### src/design/sfl_pkg.sv
// ----------------------------------------------------------------------------
// sfl_pkg
// shared types, codes and constants of the sorted free list slot allocator
// ----------------------------------------------------------------------------
package sfl_pkg;

  localparam int SLOTS_DEF  = 256;
  localparam int COORDS_DEF = 3;

  localparam int COORD_W = 32;
  localparam int INDEX_W = 9;
  localparam int SLOT_W  = 8;
  localparam int HEAD_W  = 9;
  localparam int SCAN_W  = 32;

  typedef enum logic {
    OP_INSERT = 1'b0,
    OP_REMOVE = 1'b1
  } opcode_t;

  typedef enum logic [1:0] {
    ST_DONE = 2'd0,
    ST_FULL = 2'd1,
    ST_BAD  = 2'd2
  } status_t;

  typedef struct packed {
    logic take;
    logic ins_issue;
    logic ins_finish;
    logic res_full;
    logic res_bad;
    logic rm_front;
    logic scan_init;
    logic scan_step;
    logic copy;
    logic fix;
    logic load_out;
  } sfl_cmd_t;

  typedef struct packed {
    logic is_insert;
    logic full;
    logic rm_bad;
    logic below;
    logic found;
    logic head_ok;
    logic head_free;
  } sfl_sts_t;

endpackage

### src/design/sfl_ctrl.sv
// ----------------------------------------------------------------------------
// sfl_ctrl
// sequencer for insert and remove, drives datapath commands and handshakes
// ----------------------------------------------------------------------------
module sfl_ctrl
  import sfl_pkg::*;
(
  input  logic     clk,
  input  logic     rst,
  input  logic     in_valid,
  output logic     in_stall,
  output logic     out_valid,
  input  logic     out_stall,
  input  sfl_sts_t sts,
  output sfl_cmd_t cmd
);

  typedef enum logic [6:0] {
    S_IDLE   = 7'b0000001,
    S_DECODE = 7'b0000010,
    S_INS    = 7'b0000100,
    S_SCAN   = 7'b0001000,
    S_COPY   = 7'b0010000,
    S_FIX    = 7'b0100000,
    S_DONE   = 7'b1000000
  } state_t;

  state_t state;
  state_t state_next;

  assign in_stall = (state != S_IDLE);

  always_comb begin
    state_next = state;
    cmd        = '0;
    unique case (state)
      S_IDLE: begin
        if (in_valid) begin
          cmd.take   = 1'b1;
          state_next = S_DECODE;
        end
      end
      S_DECODE: begin
        priority if (sts.is_insert && sts.full) begin
          cmd.res_full = 1'b1;
          state_next   = S_DONE;
        end else if (sts.is_insert) begin
          cmd.ins_issue = 1'b1;
          state_next    = S_INS;
        end else if (sts.rm_bad) begin
          cmd.res_bad = 1'b1;
          state_next  = S_DONE;
        end else if (sts.below) begin
          cmd.rm_front = 1'b1;
          state_next   = S_DONE;
        end else begin
          cmd.scan_init = 1'b1;
          state_next    = S_SCAN;
        end
      end
      S_INS: begin
        cmd.ins_finish = 1'b1;
        state_next     = S_DONE;
      end
      S_SCAN: begin
        cmd.scan_step = 1'b1;
        if (sts.found) begin
          state_next = S_COPY;
        end
      end
      S_COPY: begin
        cmd.copy   = 1'b1;
        state_next = S_FIX;
      end
      S_FIX: begin
        cmd.fix    = 1'b1;
        state_next = S_DONE;
      end
      S_DONE: begin
        if (!out_valid || !out_stall) begin
          cmd.load_out = 1'b1;
          state_next   = S_IDLE;
        end
      end
      default: begin
        state_next = S_IDLE;
      end
    endcase
  end

  always_ff @(posedge clk) begin
    if (rst) begin
      state     <= S_IDLE;
      out_valid <= 1'b0;
    end else begin
      state <= state_next;
      if (cmd.load_out) begin
        out_valid <= 1'b1;
      end else if (!out_stall) begin
        out_valid <= 1'b0;
      end
    end
  end

endmodule

### config.mk
export PLATFORM = sky130hd
export DESIGN_NAME = sfl_ctrl
export DESIGN_NICKNAME = d
export VERILOG_FILES = /design/src/design/sfl_pkg.sv /design/src/design/sfl_ctrl.sv
export SDC_FILE = /design/constraint.sdc
export NUM_CORES = 1
export LEC_CHECK = 0
export BUFFER_PORTS_ARGS = -buffer_cell sky130_fd_sc_hd__buf_4
export CAP_MARGIN = 20
export CORE_MARGIN = 1.5
export CORE_UTILIZATION = 40
export DETAILED_ROUTE_END_ITERATION = 8
export PLACE_DENSITY = 0.72
export SYNTH_ARGS = -nofsm -noshare
export SYNTH_HDL_FRONTEND = slang
export SYNTH_SLANG_ARGS = --single-unit
### constraint.sdc
create_clock -name clk -period 1.8 [get_ports clk]
set_input_delay 0.36 -clock clk [delete_from_list [all_inputs] [get_ports clk]]
set_output_delay 0.36 -clock clk [all_outputs]
set_load 0.1 [all_outputs]
# [After elaboration in Yosys (flattened, before gate mapping)]
# Index checks and enable logic that the tools add are counted.
[word_totals] wordCells=49 register_bits=8 in_bits=11
[classes] eq_ne=12 mux=29 n_reduce_logical=6
[op_table] op="$mux 7" n=7
[op_table] op="$pmux 7 s6" n=1
[op_table] op="$mux 1" n=17
[op_table] op="$eq 7x1->1 const B" n=1
[op_table] op="$eq 7x2->1 const B" n=1
[op_table] op="$eq 7x3->1 const B" n=1
[op_table] op="$eq 7x4->1 const B" n=1
[op_table] op="$eq 7x5->1 const B" n=1
[op_table] op="$eq 7x6->1 const B" n=1
[op_table] op="$eq 7x7->1 const B" n=1
[op_table] op="$ne 7x1->1 const B" n=1
[op_table] op="$mux 3" n=2
[op_table] op="$ne 2x2->1 const B" n=3
[op_table] op="$mux 4" n=1
[op_table] op="$reduce_and 3->1" n=1
[op_table] op="$logic_not 1->1" n=2
[op_table] op="$mux 2" n=1
[op_table] op="$ne 2x1->1 const B" n=1
[op_table] op="$reduce_or 2->1" n=1
[op_table] op="$logic_and 1x1->1" n=1
[op_table] op="$logic_or 1x1->1" n=1

# [Depth between registers and ports, before layout]
# Gate-level depths: netlist of run 1.
[logic_depth] depth_word=5 mapped_depth=5 mapped_depth_nobuf=4

# [Worst setup path after synthesis of run 1]
# No wires, ideal clock.
[synth_path] path_type="register -> output" startpoint="register state[5]" endpoint="output port cmd[10] (netlist name)" t_required_ns=1.440 arrival_ns=3.393 path_stages_with_launch=5 path_slack_ns=-1.953 path_buffers=1 cell_sequence="dfxtp_1 -> buf_6 -> nor3_1 -> nand4b_1 -> nor2_1"
[synth_rtl] item="start, declared" line_no="sfl_ctrl.sv:28" rtl="state_t state;"
[synth_rtl] item="start signal, assigned" line_no="sfl_ctrl.sv:96" rtl="state <= state_next;"
[synth_rtl] item="end, declared" line_no="sfl_ctrl.sv:15" rtl="output sfl_cmd_t cmd"

==> run metrics, run 1 <==
critical path class=register to output pin; HPWL Detailed=roughly 1200 um; # diodes=0; worst path cell trace=or4_4, or4_4, clkinv_8, buf_12; Core Region=1300 um^2; Sink Count=8; Clock power frac=0.127; crit path max-delay cell type=or4_4; asr flop ratio synth=0; drc violations=0; first-pass GRT wire length=roughly 3400 um; layout net count=~120; Worst Hold Class=primary input to register; Fin Hold WS=296 ps; final count of negative-setup-slack endpoints=14; Placed Cells=between 100 and 150; top_reg_cell synth=dfxtp_1; FMAX=around 0.46 GHz; relative slew slack=0.609; Post-CTS Hold Buffers=0; period utilization=1.20; Peak VDD IR=between 0.8 and 0.9 mV; final hold vios=0; gr usage total=0.332; Max Buffers Root-to-Sink=2; H-tree depth=1; # IOs=24; Net Switching=roughly 600 uW; Avg Inst Size Synth=about 8.4 um^2; Yosys cell types=30; sequential share of power=0.177; syn_nets=just under 80; Comb pwr share=0.696; chip height=about 40 um; sequential cell area fraction in the yosys report=0.290; EDFF count, synth=0; Slowest Stage Delay on Critical Path=~540 ps; post-route ant nets=0; synth cell count leaders=dfxtp_1, nor2_1, a21oi_1, and3_1, inv_1; MaxCap Viol Count=0; top-area cell type share of the netlist area=0.290; Final TNS setup=-2230 ps; number of global-route vias before repair=approximately 730; sw frac=0.484; largest driver fanout on the critical path=2; die extent in x=between 40 and 50 um; top cells by area, synth=dfxtp_1, nor4b_1, and3_1; CTS root buffer=clkbuf_4; CP Data Required Time=1440 ps; Yosys top cell by area=dfxtp_1; antenna violations before repair=0; DRT iter0 DRCs=47; Most common cell on crit path=or4_4; Yosys reg bits=8; Num CTS Buffers=3; grt ovf=0; pins over their slew limit=0; internal power=636 uW; most common cell in the netlist=dfxtp_1; largest net degree at the start of global routing=10; iteration count of the initial detailed-routing pass=4; vias=around 800; critical path data arrival time=roughly 1800 ps; synth warn=0; PortBufs=21; die area=between 1500 and 2000 um^2; CP Launch Type=register; layout cells sized above 1=0.639; final worst setup slack=-369 ps; routability cong.=around 0.87; final non-filler cell total=123; initial core utilization=0.424; CTS tree=done; Period minus WS final=2170 ps; Post-Syn Area=between 500 and 600 um^2; Mapped Cells=66; Synth-to-Final Area Change=111%; clock skew=around 25 ps; Worst Setup End Kind=output pin; failing checks=setup timing; Total Wirelength=approximately 2600 um; Clock transition at path regs=approximately 80 ps; RSZ-0062 raised after global routing=true; power per standard cell area=1060 nW/um^2; Row Count=13; status=finished with violations; vias per cell=around 6.5; Worst-Skew Late Latency=about 280 ps; post-DR wirelength/cell=~22 um; worst-margin pin slew=approximately 570 ps; leakage=between 0.4 and 0.5 nW
power by group through the flow:
stage | clock network (mW) | registers, mW | logic, mW
floorplan | 0 | 0.234 | 0.384
global placement | 0 | 0.218 | 0.588
detailed placement | 0 | 0.219 | 0.596
CTS | 0.147 | 0.218 | 0.729
global route | 0.158 | 0.221 | 0.878
finish | 0.156 | 0.218 | 0.858
logic make-up (layout without fill, tap and decap cells):
logic type	after synthesis	count (layout)	share of synthesized area
AO/OA/AOI/OAI	16	16	0.215
XOR/XNOR	1	1	0.0159
buffers and inverters	8	50	0.0748
flip-flops	8	8	0.290
AND/OR/NAND/NOR	33	33	0.404
metrics by stage:
step                setup slack (ps)  cell area (um^2)  power (mW)   util
CTS                             -360              1130        1.09  0.866
detailed placement              -271               868       0.815  0.667
global placement                -254               868       0.806  0.667
floorplan                      -1160               606       0.618      -
finish                          -369              1160        1.23  0.895
global route                    -411              1160        1.26  0.895
sequential cells by signal, indices dropped and copies added, names as in the netlist:
register and cells:
out_valid 1, state 7
critical path, delay by kind of cell (launching register included):
| family | cells | cell delay (ps) |
|---|---|---|
| simple gates | 2 | 1020 |
| flops | 1 | 300 |
| buf+inv | 2 | 230 |
worst paths after layout:
path | startpoint | end | slack (ps) | cells past startpoint
worst max register to register | state[1]$_SDFFE_PP0P_ | state[0]$_SDFFE_PP1P_ | -110 | 6
worst min-delay path | rst | state[3]$_SDFFE_PP0P_ | 300 | 2
worst max-delay path | state[0]$_SDFFE_PP1P_ | cmd[3] | -370 | 4
worst min register to register | state[4]$_SDFFE_PP0P_ | state[4]$_SDFFE_PP0P_ | 700 | 2
timing repair:
item                       CTS  global route
pin swaps                   12             4
gates cloned                 0             0
setup buffers                4             4
setup endpoints to repair   16            18
gates resized for setup     52             4
layer usage:
layer	track usage	up-vias	share of wire
li1	-	346	-
met1	0.394	368	0.40
met2	0.569	64	0.47
met3	0.0667	23	0.077
met4	0.147	0	0.057
met5	0	-	0
cells in the final DEF, fill, tap and decap left out, types with 2 or more instances in the layout:
cell	count
buf_4	25
buf_12	11
inv_1	5
and3_4	5
dfxtp_1	5
a21oi_1	4
buf_6	4
nand4b_1	3
nor2_4	3
nor2_1	3
nor4b_1	3
clkbuf_4	3
dfxtp_2	3
or4_4	2
nor3_2	2
nor3_1	2
nand2_1	2
a2111oi_0	2
o21ai_0	2
final cells by class:
cell class | instances | area, um^2
timing repair buffer | 41 | 468
multi-input combinational | 50 | 457
sequential | 8 | 164
fill | 63 | 136
inverter | 6 | 35.0
clock buffer | 3 | 22.5
tap | 15 | 18.8
Note: power is estimated with default switching activity, not from simulation.
==> run 2, diff against run 1 <==
CORE_AREA = 2 2 39 41   (was unset)
CORE_MARGIN = unset   (was 1.5)
CORE_UTILIZATION = unset   (was 40)
DIE_AREA = 0 0 41 43   (was unset)
PLACE_DENSITY = 0.71   (was 0.72)
clock period = 2.67 ns   (was 1.8 ns; I/O delays follow)
==> run 2 against run 1 <==
- the run now ends clean
- die area grew 9.4%
- worst hold slack gained 210 ps
- final cell count shrank 15%
- first-iteration DRC count fell by 72%
- clock power fell by 39%
- sequential cell count is the same
==> run metrics, run 2 (same netlist as run 1, synthesis figures left out) <==
relative slew slack=0.640; CP Launch Type=register; Num CTS Buffers=3; final count of negative-setup-slack endpoints=0; FMAX=just under 0.4 GHz; Worst Setup End Kind=output pin; initial core utilization=0.399; MaxCap Viol Count=0; period utilization=0.959; routability cong.=around 0.92; CTS resizes=0; layout net count=approximately 100; largest driver fanout on the critical path=10; first-pass GRT wire length=roughly 2300 um; grt ovf=0; most common cell after layout, fill and taps aside=buf_4; Post-CTS Hold Buffers=0; final hold vios=0; Final TNS setup=0 ps; number of global-route vias before repair=between 500 and 600; Clock transition at path regs=roughly 50 ps; Fin Hold WS=502 ps; power per standard cell area=~760 nW/um^2; iteration count of the initial detailed-routing pass=4; largest net degree at the start of global routing=11; Critical R2R Launch=state[4]$_SDFFE_PP0P_; vias per cell=~5.7; H-tree depth=1; pins over their slew limit=0; CTS tree=done; leakage=0.330 nW; WHS Path Cells=2; Hold Crit Start=rst; # IOs=24; Core Region=1380 um^2; critical path data arrival time=roughly 2000 ps; RSZ-0062 raised after global routing=false; Synth-to-Final Area Change=37.2%; Max Buffers Root-to-Sink=2; gr usage total=0.197; worst r2r dst=state[4]$_SDFFE_PP0P_; PortBufs=21; DRT iter0 DRCs=13; critical path class=register to output pin; r2r setup slk=~770 ps; Peak VDD IR=approximately 0.57 mV; Worst Hold Class=primary input to register; most frequent cells in the layout=buf_4, dfxtp_1, inv_1, and3_1; worst-margin pin slew=around 530 ps; Largest Register=state; Sink Count=8; post-CTS setup buffer count=0; CP Data Required Time=around 2100 ps; max reg flops=7; die area=~1800 um^2; die extent in x=just over 40 um; clock skew=1.26 ps; Reg2Reg Depth=4; Period minus WS final=between 2000 and 3000 ps; largest registers=state x7, out_valid x1; vias=594; antenna violations before repair=0; layout cells sized above 1=0.386; HPWL Detailed=about 1000 um; status=completed; post-DR wirelength/cell=between 10 and 15 um; Total Wirelength=1350 um; CTS root buffer=clkbuf_4; post-route ant nets=0; Hold Path End=out_valid$_SDFFE_PP0P_; chip height=43 um; Row Count=14; drc violations=0; Worst-Skew Late Latency=about 260 ps; # diodes=0
[run 2: area by class of cell]
type                    count  area, um^2
repair buffers             21         158
flip-flops and latches      8         160
multi-input cells          50         374
fillers                   135         627
well taps                  16        20.0
clock buffers               3        22.5
inverters                   6        22.5
[run 2: worst max path at each step]
stage                               start       to  slack [ps]  depth (start not counted)
floorplan           state[5]$_SDFFE_PP0P_  cmd[10]        -460                          4
global placement    state[5]$_SDFFE_PP0P_   cmd[3]         400                          4
detailed placement  state[5]$_SDFFE_PP0P_   cmd[3]         390                          4
CTS                 state[5]$_SDFFE_PP0P_   cmd[3]         100                          4
global route        state[3]$_SDFFE_PP0P_   cmd[0]           1                          4
finish              state[5]$_SDFFE_PP0P_   cmd[3]         110                          4
[run 2: per-stage QoR]
step / utilization / setup WS (ps) / total power [mW] / std cells / instance area (um^2)
4_1_cts: 0.547 / 105 / 0.578 / 104 / 757
5_1_grt: 0.547 / 1.05 / 0.608 / 104 / 757
3_3_place_gp: 0.531 / 402 / 0.479 / 101 / 734
3_5_place_dp: 0.531 / 387 / 0.482 / 101 / 734
6_report: 0.547 / 110 / 0.576 / 104 / 757
2_1_floorplan: - / -461 / 0.415 / 66 / 576
[run 2: per-layer routing]
metal	up-vias	global-route usage	wire (um)
met5	-	0	0
met4	0	0.100	23
met3	3	0.0471	30
met2	6	0.259	624
met1	281	0.287	668
li1	304	-	-
[run 2: report_power, final]
| part | switching, mW | internal (mW) | total [mW] |
|---|---|---|---|
| logic | 0.226 | 0.0907 | 0.317 |
| registers | 0.0283 | 0.135 | 0.163 |
| clock network | 0.0438 | 0.0516 | 0.0955 |
| total | 0.298 | 0.277 | 0.576 |
[run 2: worst max-delay path, stage by stage (launching register included)]
cell,delay [ps]
dfxtp_1,400
or4_4,560
or4_4,450
clkinv_1,70
buf_4,280
